[config.mk]
export PLATFORM = sky130hd
export DESIGN_NAME = ssaw_bitmap
export DESIGN_NICKNAME = d
export VERILOG_FILES = /design/src/ssaw_pkg.sv /design/src/ssaw_bitmap.sv
export SDC_FILE = /design/constraint.sdc
export NUM_CORES = 2
export LEC_CHECK = 0
export BUFFER_PORTS_ARGS = -buffer_cell sky130_fd_sc_hd__buf_2
export CAP_MARGIN = 20
export CORE_UTILIZATION = 60
export DETAILED_ROUTE_END_ITERATION = 8
export PLACE_DENSITY = 0.84
export SLEW_MARGIN = 40
export SYNTH_ARGS = -nofsm -noshare
export SYNTH_HDL_FRONTEND = slang
export SYNTH_SLANG_ARGS = --single-unit
export TNS_END_PERCENT = 5
[constraint.sdc]
create_clock -name clk -period 6.5 [get_ports clk]
set_clock_uncertainty 0.15 [all_clocks]
set_input_delay 0 -clock clk [delete_from_list [all_inputs] [get_ports clk]]
set_output_delay 0 -clock clk [all_outputs]
set_load 0.01 [all_outputs]
[src/ssaw_pkg.sv]
package ssaw_pkg;

	// default sizes
	localparam int ACK_WINDOW_DEF    = 2048;
	localparam int QUEUE_DEPTH_DEF   = 16;
	localparam int MAX_SEGMENT_BYTES = 4096;
	localparam int MAX_RESULTS       = 16;
	localparam int NW                = $clog2(MAX_RESULTS + 1);

	// register reset values
	localparam logic [12:0] SEG_BYTES_RST = 13'd4096;
	localparam logic [11:0] LIMIT_RST     = 12'd512;

	// register indexes
	localparam logic REG_SEG_BYTES = 1'b0;
	localparam logic REG_LIMIT     = 1'b1;

	// command codes
	localparam logic [1:0] CMD_PUSH = 2'd0;
	localparam logic [1:0] CMD_NEXT = 2'd1;
	localparam logic [1:0] CMD_ACK  = 2'd2;

	// status codes
	localparam logic [2:0] ST_OK       = 3'd0;
	localparam logic [2:0] ST_STALE    = 3'd1;
	localparam logic [2:0] ST_FUTURE   = 3'd2;
	localparam logic [2:0] ST_WINDOW   = 3'd3;
	localparam logic [2:0] ST_EMPTY    = 3'd4;
	localparam logic [2:0] ST_LIMIT    = 3'd5;
	localparam logic [2:0] ST_FULL     = 3'd6;
	localparam logic [2:0] ST_COMPLETE = 3'd7;

	typedef struct packed {
		logic [15:0] id;
		logic [31:0] left;
		logic        rd;
		logic [31:0] msg;
		logic [31:0] start;
		logic [31:0] count;
	} req_entry_t;

	typedef struct packed {
		logic [2:0]  status;
		logic [31:0] msg_seq;
		logic [31:0] seg_seq;
		logic [31:0] seg_count;
		logic [12:0] seg_len;
		logic [12:0] payload_len;
		logic [12:0] carrier_len;
		logic [15:0] out_id;
	} result_t;

	// bitmap port controls
	typedef struct packed {
		logic re;
		logic we;
		logic wbit;
	} bm_ctl_t;

	// segment size clamped to the usable range
	function automatic logic [12:0] seg_eff(input logic [12:0] raw);
		logic [12:0] r;
		r = raw;
		if (raw == 13'd0) r = 13'd1;
		else if (raw > 13'(MAX_SEGMENT_BYTES)) r = 13'(MAX_SEGMENT_BYTES);
		return r;
	endfunction

endpackage

[src/ssaw_bitmap.sv]
module ssaw_bitmap import ssaw_pkg::*; #(
	parameter int DEPTH = ACK_WINDOW_DEF,
	parameter int AW    = $clog2(DEPTH)
) (
	input  logic          clk,
	input  bm_ctl_t       ctl,
	input  logic [AW-1:0] addr,
	output logic          rbit
);

	logic mem_q [DEPTH];
	logic rbit_q;

	// single port bit store, registered read
	always_ff @(posedge clk) begin
		if (ctl.we) mem_q[addr] <= ctl.wbit;
		if (ctl.re) rbit_q <= mem_q[addr];
	end

	assign rbit = rbit_q;

endmodule

Word-level counts from Yosys, hierarchy flattened. Memory sizes are Yosys's and may differ from the RTL's. A register that Yosys moved wholly into a read port is not among the register bits. Cells that the tools add are included.

Flip-flop bits (word level): 0. Output and inout port bits: 1. Input bits: 15. Word-level logic and storage cells: 3. Memory bits (writable): 2048. Memories kept: 1.

Multiplexer cells: 2.

Memory list: mem_q (depth 2048, bits a word 1, rd ports 1, clocked after memory_dff 1, wr ports 1, line ssaw_bitmap.sv:11) `logic mem_q [DEPTH];`.

Operators with widths (number): 2-to-1 mux 1 bit (2).

Depth between registers and ports, before layout.
Word-level depth: 2. Depth in mapped cells: 12. Gate-level depth less buffers: 8.

Worst setup path after synthesis. Ideal clock, no wire load.

Path type: input to register. From: input port addr[0]. To: register rbit_q, in the netlist rbit (read register of mem_q) (data pin). Arrival time: 1.751 ns. Required time: 6.082 ns. Stages: 11. Slack: 4.331 ns. Buffers on the path: 3. Library setup time: 0.268 ns. Path through: buf_4 -> clkbuf_1 -> buf_2 -> mux2i_1 -> o22ai_1 -> nor4_1 -> nand2_1 -> a22oi_1 -> nand4_1 -> a22oi_1 -> nand4_1.

RTL lines: start, declared (line ssaw_bitmap.sv:7) `input logic [AW-1:0] addr,`; end, declared (line ssaw_bitmap.sv:12) `logic rbit_q;`.

==> results.py <==
metrics = {
    "logic_synthesis": {
        "syn_avg_cell_area_um2": 13.1,
        "yosysSeqAreaShare_pct": 70.0,
        "synthCells": 6693,
        "synth_common_cells": "edfxtp_1, nor2_1, mux2i_1, o22ai_1, clkbuf_1",
        "synth_top_area_share_pct": 70.0,
        "synth_area_leaders": "edfxtp_1, mux2i_1, nor2_1",
        "syn_area_um2": 87900,
        "async_flop_share_pct": 0,
        "synth.most_common_cell": "edfxtp_1",
        "synth_edf_count": 2049,
        "synth_top_flop_cell": "edfxtp_1",
        "syn_nets": 6708,
        "synth_seq_cells": 2049,
        "yosysWarnings": 0,
        "yosys.area.top_type": "edfxtp_1",
        "ys_types": 27,
    },
    "critical_path": {
        "arrival_ns": 4.60,
        "crit_required_ns": 6.91,
        "path_max_fanout": 27,
        "criticalPathCategory": "in2reg",
        "reg2reg_setup_slack_ns": 3.25,
        "r2r_cells": 8,
        "rr_endpoint": "rbit",
        "end_kind": "flip-flop",
        "rr_startpoint": "mem_q[1833]",
        "start_kind": "primary input",
    },
    "place": {
        "place_ws_ns": 2.20,
        "placed_area_um2": 89600,
        "dp_hpwl_um": 125000,
        "numPortBuffers": 15,
        "place_congestion": 0.852,
    },
    "die": {
        "coreArea_um2": 146000,
        "ios": 16,
        "rows": 140,
        "design.die.area_um2": 148000,
        "initial_core_util_pct": 60.4,
        "dieHeight_um": 385,
        "die_w_um": 385,
    },
    "sta": {
        "tns_ns": 0,
        "maxSlewHeadroom_pct": 36.6,
        "layout_min_cycle_time_ns": 4.20,
        "setup_slack_ns": 2.30,
        "rsz0062_at_grt": "no",
        "final_hold_viol_count": 0,
        "worstMarginPinSlew_ns": 0.950,
        "min_period_over_period_pct": 64.6,
        "setup_viol": 0,
        "drv_slew": 0,
        "max_freq_ghz": 0.238,
    },
    "detailed_routing": {
        "drcViolationCount": 0,
        "ant_nets": 0,
        "viasPerCell": 6.83,
        "num_vias": 57979,
        "drtPass1Iterations": 8,
        "routed_wl_um": 253000,
        "dr.first_iter.drc_count": 11632,
        "routedWlPerCell_um": 29.9,
    },
    "power_and_ir_drop": {
        "p_per_area_nw_per_um2": 280,
        "p_leak_nw": 31.1,
        "vdd_drop_max_mv": 0.251,
        "finalPower_mw": 26.9,
    },
    "clock_network": {
        "cts_buffer_depth": 3,
        "htree_levels": 4,
        "cts_inserted_buffers": 191,
        "path_clk_slew_ns": 0.06,
        "clock_sinks": 2049,
        "cts_tree": "done",
        "clock_latency_ns": 0.85,
        "root_buffer": "clkbuf_16",
    },
    "global_routing": {
        "grt_pass1_vias": 55229,
        "antenna_found_initial": 5,
        "grt_usage_pct": 33.8,
        "grt_max_degree": 272,
        "grt_pass1_wl_um": 361000,
        "grt-ovfl-total": 0,
    },
    "worst_hold_path": {
        "min_to": "mem_q[1353]",
        "hp-start": "addr[0]",
        "hold_path.class": "in2reg",
        "holdPathStages": 4,
    },
    "cells_and_area": {
        "drive_above_1_share_pct": 8.16,
        "layout.nets": 6422,
        "nFillCells": 9339,
        "syn2layout_area_growth_pct": 9.31,
        "multi_input_area_um2": 24200,
        "utilization_pct": 66.0,
        "final_cell_area_um2": 96000,
        "regArea_um2": 61500,
    },
    "outcome": {
        "status": "complete, no violations",
    },
    "job": {
        "maxCapViolations": 0,
    },
}
through the flow:
stage | hold slack, ns | instances
2_1_floorplan | -0.0511 | 6693
3_3_place_gp | 0.232 | 8089
3_5_place_dp | 0.226 | 8107
4_1_cts | 0.00428 | 8477
5_1_grt | 0.0630 | 8483
6_report | 0.0353 | 8485
layout by cell type, fill, tap and decap left out, types with 18 or more instances in the layout:
cell type and count:
dlygate4sd3_1 18, clkinv_2 36, mux2i_1 1024, o22ai_1 512, nand2_2 60, nand2_1 92, clkinv_1 47, buf_6 18
nor2_1 2042, clkbuf_16 196, buf_4 82, a22oi_1 36, buf_12 22, clkbuf_1 41, edfxtp_1 2049, nor4_1 128
layer usage:
layer | track usage, % | vias up | routed length (um)
li1 | - | 23719 | -
met1 | 43.3 | 28105 | 80600
met2 | 52.6 | 5026 | 115000
met3 | 9.21 | 1121 | 40900
met4 | 18.1 | 8 | 16900
met5 | 0 | - | 57
worst max-delay path by stage:
stage | startpoint | end | slack (ns) | cells after the start
after floorplan | addr[0] | rbit | 4.33 | 11
after detailed placement | addr[0] | rbit | 2.20 | 10
after global placement | addr[0] | rbit | 2.21 | 10
after CTS | addr[3] | rbit | 2.62 | 11
final | addr[3] | rbit | 2.30 | 11
after global routing | addr[3] | rbit | 2.40 | 11
critical path, stage by stage:
cell and delay (ns):
dlygate4sd3_1 0.52, buf_2 0.47, nand4bb_4 0.62, buf_4 0.66
o22ai_1 0.24, nor4_1 0.31, nand2_1 0.10, a22oi_1 0.75
nand4_1 0.36, a22oi_1 0.37, nand4_1 0.15
state kept, by name (all words and copies together), names as in the netlist:
name and count:
mem_q 2048, rbit 1
cell families (layout without fill, tap and decap cells):
| family | after synthesis | count (layout) | share of synthesized area (%) |
|---|---|---|---|
| compound gates | 548 | 548 | 3.95 |
| buf+inv | 645 | 518 | 3.30 |
| flops | 2049 | 2049 | 70.0 |
| mux | 1024 | 1024 | 11.7 |
| other cells | 0 | 2 | 0 |
| simple gates | 2427 | 2427 | 11.0 |
where the power goes:
| group | switching, mW | internal [mW] |
|---|---|---|
| clock network | 4.89 | 6.20 |
| logic | 0.913 | 0.366 |
| registers | 0.00452 | 14.5 |
layout make-up:
| cell class | count | share of cell area [%] |
|---|---|---|
| Timing Repair Buffer | 166 | 1.90 |
| Clock inverter | 115 | 1.11 |
| Multi-Input combinational cell | 3999 | 25.1 |
| Clock buffer | 237 | 5.27 |
| Tap cell | 1917 | 2.50 |
| Sequential cell | 2049 | 64.1 |
| Antenna cell | 2 | 0.00521 |
timing repair:
action,4_1_cts,5_1_grt
buffers inserted,0,0
hold buffers,18,0
hold endpoints to repair,378,0
gates resized for setup,0,0
Note: power is estimated with default switching activity, not from simulation.
