[src/ssaw_pkg.sv]
package ssaw_pkg;

	// default sizes
	localparam int ACK_WINDOW_DEF    = 2048;
	localparam int QUEUE_DEPTH_DEF   = 16;
	localparam int MAX_SEGMENT_BYTES = 4096;
	localparam int MAX_RESULTS       = 16;
	localparam int NW                = $clog2(MAX_RESULTS + 1);

	// register reset values
	localparam logic [12:0] SEG_BYTES_RST = 13'd4096;
	localparam logic [11:0] LIMIT_RST     = 12'd512;

	// register indexes
	localparam logic REG_SEG_BYTES = 1'b0;
	localparam logic REG_LIMIT     = 1'b1;

	// command codes
	localparam logic [1:0] CMD_PUSH = 2'd0;
	localparam logic [1:0] CMD_NEXT = 2'd1;
	localparam logic [1:0] CMD_ACK  = 2'd2;

	// status codes
	localparam logic [2:0] ST_OK       = 3'd0;
	localparam logic [2:0] ST_STALE    = 3'd1;
	localparam logic [2:0] ST_FUTURE   = 3'd2;
	localparam logic [2:0] ST_WINDOW   = 3'd3;
	localparam logic [2:0] ST_EMPTY    = 3'd4;
	localparam logic [2:0] ST_LIMIT    = 3'd5;
	localparam logic [2:0] ST_FULL     = 3'd6;
	localparam logic [2:0] ST_COMPLETE = 3'd7;

	typedef struct packed {
		logic [15:0] id;
		logic [31:0] left;
		logic        rd;
		logic [31:0] msg;
		logic [31:0] start;
		logic [31:0] count;
	} req_entry_t;

	typedef struct packed {
		logic [2:0]  status;
		logic [31:0] msg_seq;
		logic [31:0] seg_seq;
		logic [31:0] seg_count;
		logic [12:0] seg_len;
		logic [12:0] payload_len;
		logic [12:0] carrier_len;
		logic [15:0] out_id;
	} result_t;

	// bitmap port controls
	typedef struct packed {
		logic re;
		logic we;
		logic wbit;
	} bm_ctl_t;

	// segment size clamped to the usable range
	function automatic logic [12:0] seg_eff(input logic [12:0] raw);
		logic [12:0] r;
		r = raw;
		if (raw == 13'd0) r = 13'd1;
		else if (raw > 13'(MAX_SEGMENT_BYTES)) r = 13'(MAX_SEGMENT_BYTES);
		return r;
	endfunction

endpackage

[src/ssaw_div.sv]
module ssaw_div import ssaw_pkg::*; (
	input  logic        clk,
	input  logic        arst_n,
	input  logic        start,
	input  logic [31:0] dividend,
	input  logic [12:0] divisor,
	output logic        done,
	output logic [31:0] quotient,
	output logic        rem_nz
);

	logic [12:0] rem_q;
	logic [31:0] quo_q;
	logic [4:0]  cnt_q;
	logic        run_q;
	logic        done_q;
	logic [13:0] trial;
	logic [13:0] diff;
	logic        ge;

	// one quotient bit a cycle
	always_comb begin
		trial = {rem_q, quo_q[31]};
		ge    = trial >= {1'b0, divisor};
		diff  = trial - {1'b0, divisor};
	end

	always_ff @(posedge clk or negedge arst_n) begin
		if (!arst_n) begin
			run_q  <= 1'b0;
			done_q <= 1'b0;
			cnt_q  <= '0;
		end else begin
			done_q <= run_q && (cnt_q == 5'd31);
			if (start) begin
				run_q <= 1'b1;
				cnt_q <= '0;
			end else if (run_q) begin
				cnt_q <= cnt_q + 5'd1;
				if (cnt_q == 5'd31) run_q <= 1'b0;
			end
		end
	end

	// remainder and quotient shift register
	always_ff @(posedge clk) begin
		if (start) begin
			rem_q <= '0;
			quo_q <= dividend;
		end else if (run_q) begin
			rem_q <= ge ? diff[12:0] : trial[12:0];
			quo_q <= {quo_q[30:0], ge};
		end
	end

	assign done     = done_q;
	assign quotient = quo_q;
	assign rem_nz   = (rem_q != 13'd0);

endmodule

[config.mk]
export PLATFORM = sky130hd
export DESIGN_NAME = ssaw_div
export DESIGN_NICKNAME = d
export VERILOG_FILES = /design/src/ssaw_pkg.sv /design/src/ssaw_div.sv
export SDC_FILE = /design/constraint.sdc
export NUM_CORES = 1
export LEC_CHECK = 0
export BUFFER_PORTS_ARGS = -buffer_cell sky130_fd_sc_hd__buf_2
export CAP_MARGIN = 20
export CELL_PAD_IN_SITES_DETAIL_PLACEMENT = 2
export CELL_PAD_IN_SITES_GLOBAL_PLACEMENT = 2
export CORE_MARGIN = 10
export CORE_UTILIZATION = 35
export CTS_BUF_LIST = sky130_fd_sc_hd__clkbuf_8
export CTS_CLUSTER_DIAMETER = 80
export DETAILED_ROUTE_END_ITERATION = 16
export GPL_ROUTABILITY_DRIVEN = 1
export HOLD_SLACK_MARGIN = 0.05
export PLACE_DENSITY = 0.94
export SLEW_MARGIN = 5
export SYNTH_ARGS = -nofsm -noshare
export SYNTH_HDL_FRONTEND = slang
export SYNTH_SLANG_ARGS = --single-unit
[constraint.sdc]
create_clock -name clk -period 2.85 [get_ports clk]
set_input_delay 0.57 -clock clk [delete_from_list [all_inputs] [get_ports clk]]
set_output_delay 0.57 -clock clk [all_outputs]
set_load 0.01 [all_outputs]
Word-level counts from Yosys, hierarchy flattened
Index checks and enable logic that the tools add are counted.
Cells by class
  add/sub/neg operators: 2
  $lt $le $gt $ge: 1
  equal/unequal tests: 1
  muxes and demuxes: 8
  reduce and logical (&&, ||, !) cells: 3
Operators by type and width (number)
  2-to-1 mux 32 bit: 2
  >= comparator 14 x 13 -> 1 bit: 1
  2-to-1 mux 13 bit: 1
  nonzero test 13 bit: 1
  subtractor 13 bit: 1
  2-to-1 mux 5 bit: 2
  adder 5 x 1 -> 5 bit (second input constant): 1
  equality test 5 bit (second input constant): 1
  2-to-1 mux 1 bit: 3
  nonzero test 2 bit: 1
  logical AND 1 bit: 1
Word-level totals
  register bits after elaboration: 52
  input bits: 48

Logic depth before layout (Yosys ltp)
  word-level depth: 4
  depth in mapped cells: 11
  gate-level depth less buffers: 10

Worst setup path after synthesis
Ideal clock, no wire load.
  path kind: in2reg
  start point: input divisor[0]
  end point: register rem_q[1]
  data arrival time: 2633 ps
  path slack: 135 ps
  stages: 9
  path buffers: 0
  path through: ha_1 -> fa_1 -> nand2b_2 -> a211oi_2 -> a211oi_4 -> o21ai_2 -> a41oi_4 -> or4b_1 -> o211ai_1
Between the ends
  longest elaborated chain between the ends: 2
  elaborated cells on any way between the ends: 3
  classes of those cells: 1 x add/sub; 1 x order compare; 1 x mux
RTL lines
  start: declaration: RTL line ssaw_div.sv:6  | input logic [12:0] divisor,
  subtractor 13 bit / >= comparator 14 x 13 -> 1 bit (equally long branches): RTL line ssaw_div.sv:25, ssaw_div.sv:24
  2-to-1 mux 13 bit (*): RTL line ssaw_div.sv:51  | rem_q <= ge ? diff[12:0] : trial[12:0];
  end signal: assignment: RTL line ssaw_div.sv:51
  end: declaration: RTL line ssaw_div.sv:12  | logic [12:0] rem_q;
Every way passes the cells marked *; elsewhere a longest branch is shown, timed or not.
A chain may end at the register's enable or synchronous reset.

Final worst setup path
  start point: register quo_q[31] (netlist: quotient[31])
  end point: register rem_q[1]
Between the ends
  longest elaborated chain between the ends: 2
  elaborated cells on any way between the ends: 3
  classes of those cells: 1 x add/sub; 1 x order compare; 1 x mux
RTL lines
  start: declaration: RTL line ssaw_div.sv:13  | logic [31:0] quo_q;
  start signal: assignment: RTL line ssaw_div.sv:49  | quo_q <= dividend;
  start signal: assignment: RTL line ssaw_div.sv:52  | quo_q <= {quo_q[30:0], ge};
  subtractor 13 bit / >= comparator 14 x 13 -> 1 bit (equally long branches): RTL line ssaw_div.sv:25, ssaw_div.sv:24
  2-to-1 mux 13 bit (*): RTL line ssaw_div.sv:51
Marks and branches as above.

==> impl_metrics.prom <==
# TYPE chip_impl_metric gauge
chip_impl_metric{name="fin_util",unit="%"} 43.9
chip_impl_metric{name="drt.antenna.violating_nets",unit=""} 0
chip_impl_info{name="synth.area.top_cells",value="sky130_fd_sc_hd__edfxtp_1, sky130_fd_sc_hd__mux2_2, sky130_fd_sc_hd__dfxtp_1"} 1
chip_impl_metric{name="netlist-cell-type-count",unit=""} 49
chip_impl_info{name="ys.flop_type",value="sky130_fd_sc_hd__edfxtp_1"} 1
chip_impl_metric{name="worst-r2r-cell-count",unit=""} 10
chip_impl_metric{name="synthesis.area_per_instance",unit="um2"} 11.6
chip_impl_metric{name="cts_max_level",unit=""} 2
chip_impl_metric{name="antennaDiodeCount",unit=""} 0
chip_impl_metric{name="syn-instance-count",unit=""} 262
chip_impl_metric{name="cts.hold.buffers_added",unit=""} 0
chip_impl_metric{name="remaining_drc_errors",unit=""} 0
chip_impl_metric{name="floorplan.io_pins",unit=""} 82
chip_impl_metric{name="tritoncts.num_buffers",unit=""} 5
chip_impl_metric{name="worst_setup_hold_path_clk_slew",unit="ns"} 0.10
chip_impl_metric{name="row_count",unit=""} 33
chip_impl_info{name="tightest_hold_check_type",value="primary input to async pin"} 1
chip_impl_metric{name="dp_hpwl",unit="mm"} 8.23
chip_impl_metric{name="whs",unit="ns"} 0.0649
chip_impl_metric{name="tritoncts_num_sinks",unit=""} 52
chip_impl_metric{name="final_period_minus_worst_setup_slack",unit="ns"} 2.75
chip_impl_metric{name="number_of_antenna_violations_at_the_first_check_in_global_routing",unit=""} 0
chip_impl_info{name="status",value="complete, no violations"} 1
chip_impl_metric{name="post_synth_instance_area",unit="mm2"} 0.00303
chip_impl_metric{name="finalClockSkew",unit="ns"} 0.0108
chip_impl_metric{name="synth_top_area_share",unit="%"} 31.7
chip_impl_info{name="yosysTopAreaCell",value="sky130_fd_sc_hd__edfxtp_1"} 1
chip_impl_metric{name="via_per_inst",unit=""} 5.28
chip_impl_metric{name="crit_path_max_fanout",unit=""} 6
chip_impl_metric{name="dieHeight",unit="um"} 113
chip_impl_metric{name="synthArstFlopShare",unit="%"} 13.5
chip_impl_metric{name="max_slew_margin",unit="%"} 60.2
chip_impl_metric{name="wl_per_cell",unit="um"} 22.4
chip_impl_info{name="ys_top_cells_by_count",value="sky130_fd_sc_hd__edfxtp_1, sky130_fd_sc_hd__mux2_2, sky130_fd_sc_hd__nor2_1"} 1
chip_impl_metric{name="hold_viol",unit=""} 0
chip_impl_metric{name="layout-drive-gt1-share",unit="%"} 40.5
chip_impl_metric{name="die_area",unit="mm2"} 0.0128
chip_impl_metric{name="groute.usage.overall",unit="%"} 15.7
chip_impl_metric{name="maxClockFrequency",unit="MHz"} 364
chip_impl_info{name="cts_tree",value="built"} 1
chip_impl_metric{name="mappedNetlistNets",unit=""} 326
chip_impl_metric{name="area_growth_syn_to_layout",unit="%"} 20.4
chip_impl_metric{name="worst_pin_slew",unit="ns"} 0.598
chip_impl_metric{name="grt_overflow",unit=""} 0
chip_impl_metric{name="setup-violations-final",unit=""} 0
chip_impl_metric{name="data_arrival_time_at_the_worst_slack_endpoint",unit="ns"} 2.98
chip_impl_metric{name="final_cycle_utilization_of_the_critical_path",unit="%"} 96.5
chip_impl_metric{name="cts.path.max_buffers",unit=""} 2
chip_impl_metric{name="design.final.nets",unit=""} 411
chip_impl_info{name="crit_type",value="flip-flop to flip-flop"} 1
chip_impl_metric{name="vdd_drop_max",unit="uV"} 248
chip_impl_metric{name="grt_max_degree",unit=""} 35
chip_impl_metric{name="design.core.area",unit="mm2"} 0.00830
chip_impl_metric{name="vias_in_the_first_global_route",unit=""} 2742
chip_impl_metric{name="number_of_enable_flip_flop_cells_after_synthesis",unit=""} 32
chip_impl_metric{name="cts_setup_buffers",unit=""} 0
chip_impl_info{name="critPathLaunchType",value="flip-flop"} 1
chip_impl_metric{name="placement.cell_area",unit="mm2"} 0.00355
chip_impl_info{name="grt_setup_unrepaired",value="yes"} 1
chip_impl_metric{name="first_pass_drt_iterations",unit=""} 4
chip_impl_metric{name="maxCapViolations",unit=""} 0
chip_impl_metric{name="worst_ep_required_time",unit="ns"} 3.08
chip_impl_metric{name="synth-seq-area-share",unit="%"} 46.1
chip_impl_metric{name="synth_seq_cells",unit=""} 52
chip_impl_metric{name="finalInstanceArea",unit="mm2"} 0.00364
chip_impl_metric{name="final_max_slew_viol_count",unit=""} 0
chip_impl_metric{name="die_width",unit="um"} 113
chip_impl_metric{name="insertion_delay",unit="ns"} 0.32
chip_impl_metric{name="gp_congestion",unit=""} 0.787
chip_impl_metric{name="pwr_density_cell",unit="mW/mm2"} 841
chip_impl_metric{name="cellLeakagePower",unit="nW"} 1.67
chip_impl_metric{name="first_pass_grt_wire_length",unit="mm"} 16.1
chip_impl_info{name="worst_setup_path_end_kind",value="flip-flop"} 1
chip_impl_metric{name="placement.io_buffers",unit=""} 81
chip_impl_metric{name="routed_wl",unit="mm"} 10.1
chip_impl_metric{name="vias_after_detailed_routing",unit=""} 2390
chip_impl_metric{name="dr.first_iter.drc_count",unit=""} 90
chip_impl_metric{name="yosys_warnings",unit=""} 0
chip_impl_metric{name="start_util",unit="%"} 36.5
chip_impl_info{name="clk_root_buffer_cell",value="sky130_fd_sc_hd__clkbuf_8"} 1
-- logic make-up (layout without fill, tap and decap cells) --
group,count (synthesis),count (layout),synth area share (%)
simple gates,64,64,10.7
flops,52,52,46.1
mux,46,46,16.5
compound gates,40,40,10.5
buf+inv,32,118,5.75
fa+ha+maj,16,16,6.86
xor+xnor,12,12,3.47
-- flip-flops by register name (all words and copies together) (netlist names) --
name	count
quotient	32
rem_q	13
cnt_q	5
done	1
run_q	1
-- per-stage QoR --
stage | total power [W] | worst slack (ns) | TNS (ns) | std cells
6_report | 0.00307 | 0.100 | 0 | 453
4_1_cts | 0.00307 | 0.0780 | 0 | 453
5_1_grt | 0.00328 | -0.0530 | -0.158 | 453
3_3_place_gp | 0.00247 | 0.0387 | 0 | 445
2_1_floorplan | 0.00212 | 0.135 | 0 | 262
3_5_place_dp | 0.00262 | -0.139 | -1.06 | 445
-- worst paths after layout --
| check | startpoint | to | slack [ns] |
|---|---|---|---|
| worst min register to register | rem_q[10] | rem_q[10] | 0.53 |
| worst max-delay path | quotient[31] | rem_q[1] | 0.10 |
| worst min-delay path | arst_n | cnt_q[4] | 0.06 |
| max in group asynchronous | arst_n | run_q | 2.62 |
| worst max register to register | quotient[31] | rem_q[1] | 0.10 |
| min in group clk | rem_q[10] | rem_q[10] | 0.53 |
-- per-layer routing --
metal | global-route usage (%) | vias up | wire [um]
met1 | 16.7 | 1206 | 3920
met5 | 0 | - | 0
met4 | 4.40 | 0 | 176
met2 | 30.7 | 53 | 5740
li1 | - | 1117 | -
met3 | 2.64 | 14 | 311
-- power by group --
group	switching, W	total, W	internal [W]
Combinational	0.000846	0.00153	0.000680
Clock	0.000267	0.000439	0.000172
Sequential	0.000145	0.00110	0.000956
-- critical path, cell delays in order, from the launching register on --
cell and delay (ns):
sky130_fd_sc_hd__edfxtp_1 0.37, sky130_fd_sc_hd__inv_1 0.09, sky130_fd_sc_hd__ha_1 0.22, sky130_fd_sc_hd__fa_1 0.41
sky130_fd_sc_hd__nand2b_2 0.23, sky130_fd_sc_hd__a211oi_4 0.26, sky130_fd_sc_hd__a211oi_4 0.09, sky130_fd_sc_hd__o21ai_2 0.17
sky130_fd_sc_hd__a41oi_4 0.20, sky130_fd_sc_hd__or4b_1 0.51, sky130_fd_sc_hd__o211ai_1 0.13
-- layout by cell type (no fill, tap or decap), types with 2 or more instances in the layout --
master | Yosys | layout
sky130_fd_sc_hd__dfxtp_1 | 13 | 13
sky130_fd_sc_hd__a21o_1 | 3 | 3
sky130_fd_sc_hd__o21ai_0 | 7 | 7
sky130_fd_sc_hd__a211oi_4 | 1 | 2
sky130_fd_sc_hd__nand2b_1 | 3 | 3
sky130_fd_sc_hd__nand2_1 | 9 | 9
sky130_fd_sc_hd__ha_1 | 15 | 15
sky130_fd_sc_hd__xor2_1 | 4 | 4
sky130_fd_sc_hd__and2_1 | 3 | 3
sky130_fd_sc_hd__nand3_1 | 3 | 3
sky130_fd_sc_hd__dfrtp_1 | 7 | 7
sky130_fd_sc_hd__nor4_1 | 3 | 3
sky130_fd_sc_hd__a21oi_1 | 6 | 6
sky130_fd_sc_hd__nor2_1 | 24 | 24
sky130_fd_sc_hd__edfxtp_1 | 32 | 32
sky130_fd_sc_hd__clkbuf_8 | 0 | 5
sky130_fd_sc_hd__buf_4 | 1 | 9
sky130_fd_sc_hd__mux2i_1 | 14 | 14
sky130_fd_sc_hd__mux2_2 | 32 | 32
sky130_fd_sc_hd__inv_1 | 19 | 20
sky130_fd_sc_hd__a211oi_1 | 11 | 11
sky130_fd_sc_hd__buf_2 | 1 | 81
sky130_fd_sc_hd__nor3_1 | 4 | 4
sky130_fd_sc_hd__xnor2_1 | 8 | 8
sky130_fd_sc_hd__o2111ai_1 | 2 | 2
sky130_fd_sc_hd__nand4_1 | 4 | 4
-- cell type report --
cell class | instances | area, um2
well taps | 105 | 131
flip-flops and latches | 52 | 1400
fillers | 900 | 4650
multi-input cells | 178 | 1460
clock inverters | 3 | 20.0
inverters | 19 | 71.3
clock buffers | 5 | 68.8
repair buffers | 91 | 493
-- what timing repair did --
item                       in CTS  in global routing
setup endpoints to repair       0                  5
hold endpoints to repair        0                  0
gates resized for setup         0                  1
Note: power is estimated with default switching activity, not from simulation.
